<file path="config.mk">
export PLATFORM = sky130hd
export DESIGN_NAME = pfo_ctrl
export DESIGN_NICKNAME = d
export VERILOG_FILES = /design/src/hdl/pfo_pkg.sv /design/src/hdl/pfo_ctrl.sv
export SDC_FILE = /design/constraint.sdc
export NUM_CORES = 1
export LEC_CHECK = 0
export ABC_AREA = 1
export BUFFER_PORTS_ARGS = -buffer_cell sky130_fd_sc_hd__buf_2
export CAP_MARGIN = 20
export CORE_MARGIN = 2
export CORE_UTILIZATION = 40
export DETAILED_ROUTE_END_ITERATION = 10
export PLACE_DENSITY_LB_ADDON = 0.08
export SYNTH_ARGS = -nofsm -noshare
export SYNTH_HDL_FRONTEND = slang
export SYNTH_SLANG_ARGS = --single-unit
</file>
<file path="constraint.sdc">
create_clock -name clk -period 1.67 [get_ports clk]
set_input_delay 0.167 -clock clk [delete_from_list [all_inputs] [get_ports clk]]
set_output_delay 0.167 -clock clk [all_outputs]
set_load 0.01 [all_outputs]
</file>
<file path="src/hdl/pfo_pkg.sv">
// Shared types, constants and saturation helpers for the flux observer and PLL.
package pfo_pkg;

    localparam int POLE_PAIRS    = 4;
    localparam int PI_Q          = 205887;
    localparam int TWO_PI_Q      = 2 * PI_Q;
    localparam int SPEED_LIMIT   = 68629139 * POLE_PAIRS;
    localparam logic signed [63:0] RPM_K      = 64'sd41013916522;
    localparam logic signed [63:0] RPM_FACTOR = RPM_K / POLE_PAIRS;
    localparam int CORDIC_STEPS  = 17;
    localparam int WRAP_STEPS    = 11;
    localparam int K_ONE         = 65536;

    localparam logic signed [65:0] S32_MAX = 66'sd2147483647;
    localparam logic signed [65:0] S32_MIN = -66'sd2147483648;
    localparam logic signed [65:0] S64_MAX = 66'sh0_7FFF_FFFF_FFFF_FFFF;
    localparam logic signed [65:0] S64_MIN = -66'sh0_8000_0000_0000_0000;
    localparam logic signed [65:0] SPD_MAX = 66'(SPEED_LIMIT);
    localparam logic signed [65:0] SPD_MIN = -66'(SPEED_LIMIT);

    typedef enum logic [2:0] {
        REG_RS   = 3'd0,
        REG_LS   = 3'd1,
        REG_PSI  = 3'd2,
        REG_GAM  = 3'd3,
        REG_TS   = 3'd4,
        REG_KP   = 3'd5,
        REG_KI   = 3'd6,
        REG_KF   = 3'd7
    } cfg_idx_t;

    typedef enum logic [1:0] {
        SH_0  = 2'd0,
        SH_16 = 2'd1,
        SH_32 = 2'd2,
        SH_33 = 2'd3
    } sh_t;

    // Datapath operation sequence, one shared multiply each.
    typedef enum logic [4:0] {
        OP_RS_IA   = 5'd0,
        OP_RS_IB   = 5'd1,
        OP_LS_IA   = 5'd2,
        OP_LS_IB   = 5'd3,
        OP_EA_SQ   = 5'd4,
        OP_EB_SQ   = 5'd5,
        OP_PSI_SQ  = 5'd6,
        OP_EA_GAM  = 5'd7,
        OP_TA_S    = 5'd8,
        OP_EB_GAM  = 5'd9,
        OP_TB_S    = 5'd10,
        OP_TS_DA   = 5'd11,
        OP_TS_DB   = 5'd12,
        OP_KI_E    = 5'd13,
        OP_KP_E    = 5'd14,
        OP_TS_SPD  = 5'd15,
        OP_SPD_RPM = 5'd16,
        OP_ACC_K   = 5'd17,
        OP_RPM_K   = 5'd18
    } op_t;

    typedef struct packed {
        logic       load_in;
        logic       mul_start;
        op_t        op;
        logic       cordic_start;
        logic       wrap_step;
        logic [3:0] wrap_shift;
        logic       load_out;
    } cmd_t;

    typedef struct packed {
        logic mul_done;
        logic cordic_done;
    } status_t;

    function automatic logic signed [31:0] sat32(input logic signed [65:0] v);
        if (v > S32_MAX) return 32'sh7FFF_FFFF;
        else if (v < S32_MIN) return 32'sh8000_0000;
        else return v[31:0];
    endfunction

    function automatic logic signed [63:0] sat64(input logic signed [65:0] v);
        if (v > S64_MAX) return 64'sh7FFF_FFFF_FFFF_FFFF;
        else if (v < S64_MIN) return 64'sh8000_0000_0000_0000;
        else return v[63:0];
    endfunction

    function automatic logic signed [31:0] clamp_speed(input logic signed [65:0] v);
        if (v > SPD_MAX) return SPD_MAX[31:0];
        else if (v < SPD_MIN) return SPD_MIN[31:0];
        else return v[31:0];
    endfunction

    function automatic logic [15:0] atan_entry(input logic [4:0] i);
        logic [15:0] r;
        case (i)
            5'd0:    r = 16'd51472;
            5'd1:    r = 16'd30386;
            5'd2:    r = 16'd16055;
            5'd3:    r = 16'd8150;
            5'd4:    r = 16'd4091;
            5'd5:    r = 16'd2047;
            5'd6:    r = 16'd1024;
            5'd7:    r = 16'd512;
            5'd8:    r = 16'd256;
            5'd9:    r = 16'd128;
            5'd10:   r = 16'd64;
            5'd11:   r = 16'd32;
            5'd12:   r = 16'd16;
            5'd13:   r = 16'd8;
            5'd14:   r = 16'd4;
            5'd15:   r = 16'd2;
            5'd16:   r = 16'd1;
            default: r = 16'd0;
        endcase
        return r;
    endfunction

endpackage

</file>
<file path="src/hdl/pfo_ctrl.sv">
// Sequencer that steps the datapath through one observer and PLL update per word.
module pfo_ctrl
    import pfo_pkg::*;
(
    input  logic    clk,
    input  logic    rst_n,
    input  logic    in_valid,
    output logic    in_stall,
    output logic    out_valid,
    input  logic    out_stall,
    input  status_t status,
    output cmd_t    cmd
);

    typedef enum logic [6:0] {
        S_IDLE        = 7'b0000001,
        S_MUL_GO      = 7'b0000010,
        S_MUL_WAIT    = 7'b0000100,
        S_CORDIC_GO   = 7'b0001000,
        S_CORDIC_WAIT = 7'b0010000,
        S_WRAP        = 7'b0100000,
        S_FINISH      = 7'b1000000
    } state_t;

    state_t     state_reg, state_next;
    op_t        op_reg, op_next;
    logic [3:0] wrap_cnt_reg, wrap_cnt_next;
    logic       out_valid_reg, out_valid_next;
    logic       out_free;

    assign out_free = !out_valid_reg || !out_stall;

    always_comb
    begin
        state_next    = state_reg;
        op_next       = op_reg;
        wrap_cnt_next = wrap_cnt_reg;
        cmd           = '0;
        cmd.op        = op_reg;
        cmd.wrap_shift = wrap_cnt_reg;
        case (state_reg)
            S_IDLE:
            begin
                if (in_valid)
                begin
                    cmd.load_in = 1'b1;
                    op_next     = OP_RS_IA;
                    state_next  = S_MUL_GO;
                end
            end
            S_MUL_GO:
            begin
                cmd.mul_start = 1'b1;
                state_next    = S_MUL_WAIT;
            end
            S_MUL_WAIT:
            begin
                if (status.mul_done)
                begin
                    case (op_reg)
                        OP_TS_DB:  state_next = S_CORDIC_GO;
                        OP_TS_SPD:
                        begin
                            wrap_cnt_next = 4'(WRAP_STEPS - 1);
                            state_next    = S_WRAP;
                        end
                        OP_RPM_K:  state_next = S_FINISH;
                        default:
                        begin
                            op_next    = op_t'(op_reg + 5'd1);
                            state_next = S_MUL_GO;
                        end
                    endcase
                end
            end
            S_CORDIC_GO:
            begin
                cmd.cordic_start = 1'b1;
                state_next       = S_CORDIC_WAIT;
            end
            S_CORDIC_WAIT:
            begin
                if (status.cordic_done)
                begin
                    op_next    = OP_KI_E;
                    state_next = S_MUL_GO;
                end
            end
            S_WRAP:
            begin
                cmd.wrap_step = 1'b1;
                if (wrap_cnt_reg == 4'd0)
                begin
                    op_next    = OP_SPD_RPM;
                    state_next = S_MUL_GO;
                end
                else
                begin
                    wrap_cnt_next = wrap_cnt_reg - 4'd1;
                end
            end
            S_FINISH:
            begin
                if (out_free)
                begin
                    cmd.load_out = 1'b1;
                    state_next   = S_IDLE;
                end
            end
            default:
                state_next = S_IDLE;
        endcase
    end

    always_comb
    begin
        out_valid_next = out_valid_reg;
        if (out_valid_reg && !out_stall)
            out_valid_next = 1'b0;
        if (cmd.load_out)
            out_valid_next = 1'b1;
    end

    always_ff @(posedge clk or negedge rst_n)
    begin
        if (!rst_n)
        begin
            state_reg     <= S_IDLE;
            op_reg        <= OP_RS_IA;
            wrap_cnt_reg  <= 4'd0;
            out_valid_reg <= 1'b0;
        end
        else
        begin
            state_reg     <= state_next;
            op_reg        <= op_next;
            wrap_cnt_reg  <= wrap_cnt_next;
            out_valid_reg <= out_valid_next;
        end
    end

    assign in_stall  = (state_reg != S_IDLE);
    assign out_valid = out_valid_reg;

endmodule

</file>
==> results.sh <==
export IMPL_synth_edff_count=0
export IMPL_cts_num_sinks=17
export IMPL_cts_max_path_buffers=2
export IMPL_gp_congestion=0.844
export IMPL_cp_required_ns=1.50
export IMPL_synthesis_area_sq_um=1260
export IMPL_final_nets=214
export IMPL_vias=1127
export IMPL_n_antenna_cell=0
export IMPL_maxCapViolations=0
export IMPL_finClkSkew_ns=0.00346
export IMPL_die_h_um=60.2
export IMPL_worstMarginPinSlew_ns=0.377
export IMPL_yosys_warnings=0
export IMPL_die_width_um=60.2
export IMPL_synth_cell_types=28
export IMPL_critPathCaptureType="output port"
export IMPL_postSynthAreaPerCell_sq_um=7.31
export IMPL_synth_mux_area_share_pct=0
export IMPL_die_area_sq_um=3630
export IMPL_drt_iter0_drc=38
export IMPL_synth_simple_gate_area_share_pct=44.6
export IMPL_synth_seq_cells=17
export IMPL_io_pins=22
export IMPL_grt_max_degree=18
export IMPL_initial_utilization_pct=41.8
export IMPL_numCtsBuffers=3
export IMPL_drv_slew=0
export IMPL_drc=0
export IMPL_hold_viol=0
export IMPL_layout_min_cycle_time_ns=1.56
export IMPL_core_sq_um=3030
export IMPL_crit_fanout=6
export IMPL_synth_top_family_by_area="simple AND/OR/NAND/NOR gates"
export IMPL_grt_usage_pct=16.5
export IMPL_yosysTopAreaCell="dfrtp_1"
export IMPL_powerDensity_nw_per_um2=997
export IMPL_synth_compound_area_share_pct=3.76
export IMPL_yosysTopAreaCellShare_pct=31.7
export IMPL_yosysMostFrequentCell="nand2_1"
export IMPL_wl_per_cell_um=10.6
export IMPL_synth_cells=173
export IMPL_ys_seq_area_share_pct=33.7
export IMPL_io_buffers=21
export IMPL_status="completed"
export IMPL_antenna_found_initial=0
export IMPL_maxSlewHeadroom_pct=74.9
export IMPL_drive_gt1_share_pct=31.8
export IMPL_dr_pass1_iters=4
export IMPL_htreeDepth=1
export IMPL_ys_async_sr_fraction_pct=100
export IMPL_cts_root_buf="clkbuf_4"
export IMPL_ir_worst_vdd_uv=481
export IMPL_dpl_cell_area_sq_um=1410
export IMPL_ys_flop_type="dfrtp_1"
export IMPL_p_leak_uw=0.000885
export IMPL_fin_area_sq_um=1510
export IMPL_fmaxAchievable_mhz=639
export IMPL_arrival_ns=1.40
export IMPL_synth_xor_area_share_pct=2.08
export IMPL_synth_common_cells="nand2_1, inv_1, nand3_1"
export IMPL_synth_area_top_cells="dfrtp_1, nand2_1, nand3_1, inv_1, ha_1"
export IMPL_grt_pass1_vias=998
export IMPL_detail_route_antenna_nets=0
export IMPL_syn_nets=185
export IMPL_grt_pass1_wl_um=4430
export IMPL_hp_class="input pin to flip-flop"
export IMPL_viasPerCell=4.60
export IMPL_fin_crit_sh_pct=93.7
export IMPL_clk_latency_ns=0.29
export IMPL_detail_route_wirelength_um=2590
export IMPL_start_kind="flip-flop"
export IMPL_clk_pin_slew_ns=0.10
export IMPL_cts_tree="done"
export IMPL_largest_reg_flops=7
export IMPL_rsz0062_at_grt="true"
export IMPL_setup_worst_path_class="flip-flop to output port"
export IMPL_hpwl_um=2020
export IMPL_finalSetupTns_ns=0
export IMPL_finalSetupViolCount=0
export IMPL_synth_fa_ha_area_share_pct=5.93
export IMPL_rows=20
export IMPL_syn2layout_area_growth_pct=19.3
export IMPL_overflow=0
[cells in the final DEF (no fill, tap or decap), types with 2 or more instances in the layout]
cell      count
buf_2        21
nor2_2        3
buf_4         4
xor2_1        2
nand4_1       2
dfrtp_2       3
nand2_4       5
inv_1        22
nand2_2       6
nand3_1      18
dfrtp_1      13
o21ai_0       5
nor2_4        2
clkbuf_4      3
nor2_1       15
o21ai_1       2
nand2_1      46
ha_1          5
nor2_8        2
inv_2         8
[final timing paths]
path                                   start           end  slack (ns)  cells past startpoint
max in group asynchronous              rst_n  state_reg[0]        1.05                      2
worst max register to register  state_reg[0]     op_reg[4]        0.13                     10
worst max-delay path            state_reg[4]        cmd[5]        0.11                      4
worst min register to register     out_valid     out_valid        0.50                      2
worst min-delay path               out_stall     out_valid         0.1                      3
min in group asynchronous              rst_n     op_reg[3]        0.31                      2
[critical path: stages, from the launching register on]
cell and delay, ns:
dfrtp_2 0.46, nor2_1 0.18, nand2_2 0.14, nor2_8 0.18, buf_2 0.15
[report_power, final]
group	internal, uW	leakage (uW)	switching (uW)
clock network	89.0	0.0000177	132
logic	278	0.000641	473
registers	470	0.000227	63.0
[what timing repair did]
| item | in CTS | in global routing |
|---|---|---|
| hold buffers | 1 | 0 |
| setup endpoints to repair | 1 | 8 |
| pin swaps | 0 | 4 |
| hold endpoints to repair | 16 | 0 |
| setup buffers | 0 | 4 |
| cloned | 0 | 0 |
| gates resized for setup | 2 | 8 |
[layer usage]
metal  track usage, %  up-vias  wire length [um]
li1                 -      590                 -
met1             21.0      522              1210
met2             28.4       13              1300
met3             1.30        2                54
met4             6.67        0                26
met5                0        -                 0
[area by class of cell]
| type | instances | area (sq um) |
|---|---|---|
| multi-input combinational | 124 | 738 |
| timing repair buffer | 26 | 145 |
| clock buffer | 3 | 22.5 |
| inverter | 30 | 113 |
| fill | 331 | 1520 |
| sequential | 17 | 430 |
| clock inverter | 1 | 5.00 |
| tap | 44 | 55.1 |
[cells by family after synthesis]
| logic type | after synthesis |
|---|---|
| AOI/OAI and AO/OA | 9 |
| adders and majority gates | 6 |
| and+or+nand+nor | 106 |
| buffers and inverters | 32 |
| xor gates and xnor gates | 3 |
| DFF | 17 |
[metrics by stage]
step	utilization (%)	instances	power [uW]	hold slack, ns	setup slack [ns]
finish	49.8	245	1500	0.0952	0.105
detailed placement	46.7	236	1220	0.113	0.125
global placement	46.7	236	1210	0.111	0.163
CTS	48.4	241	1450	0.0980	0.0236
floorplan	-	173	1060	-0.129	0.185
global route	49.8	245	1630	0.105	-0.0285
Power figures use the tool's default switching activity.
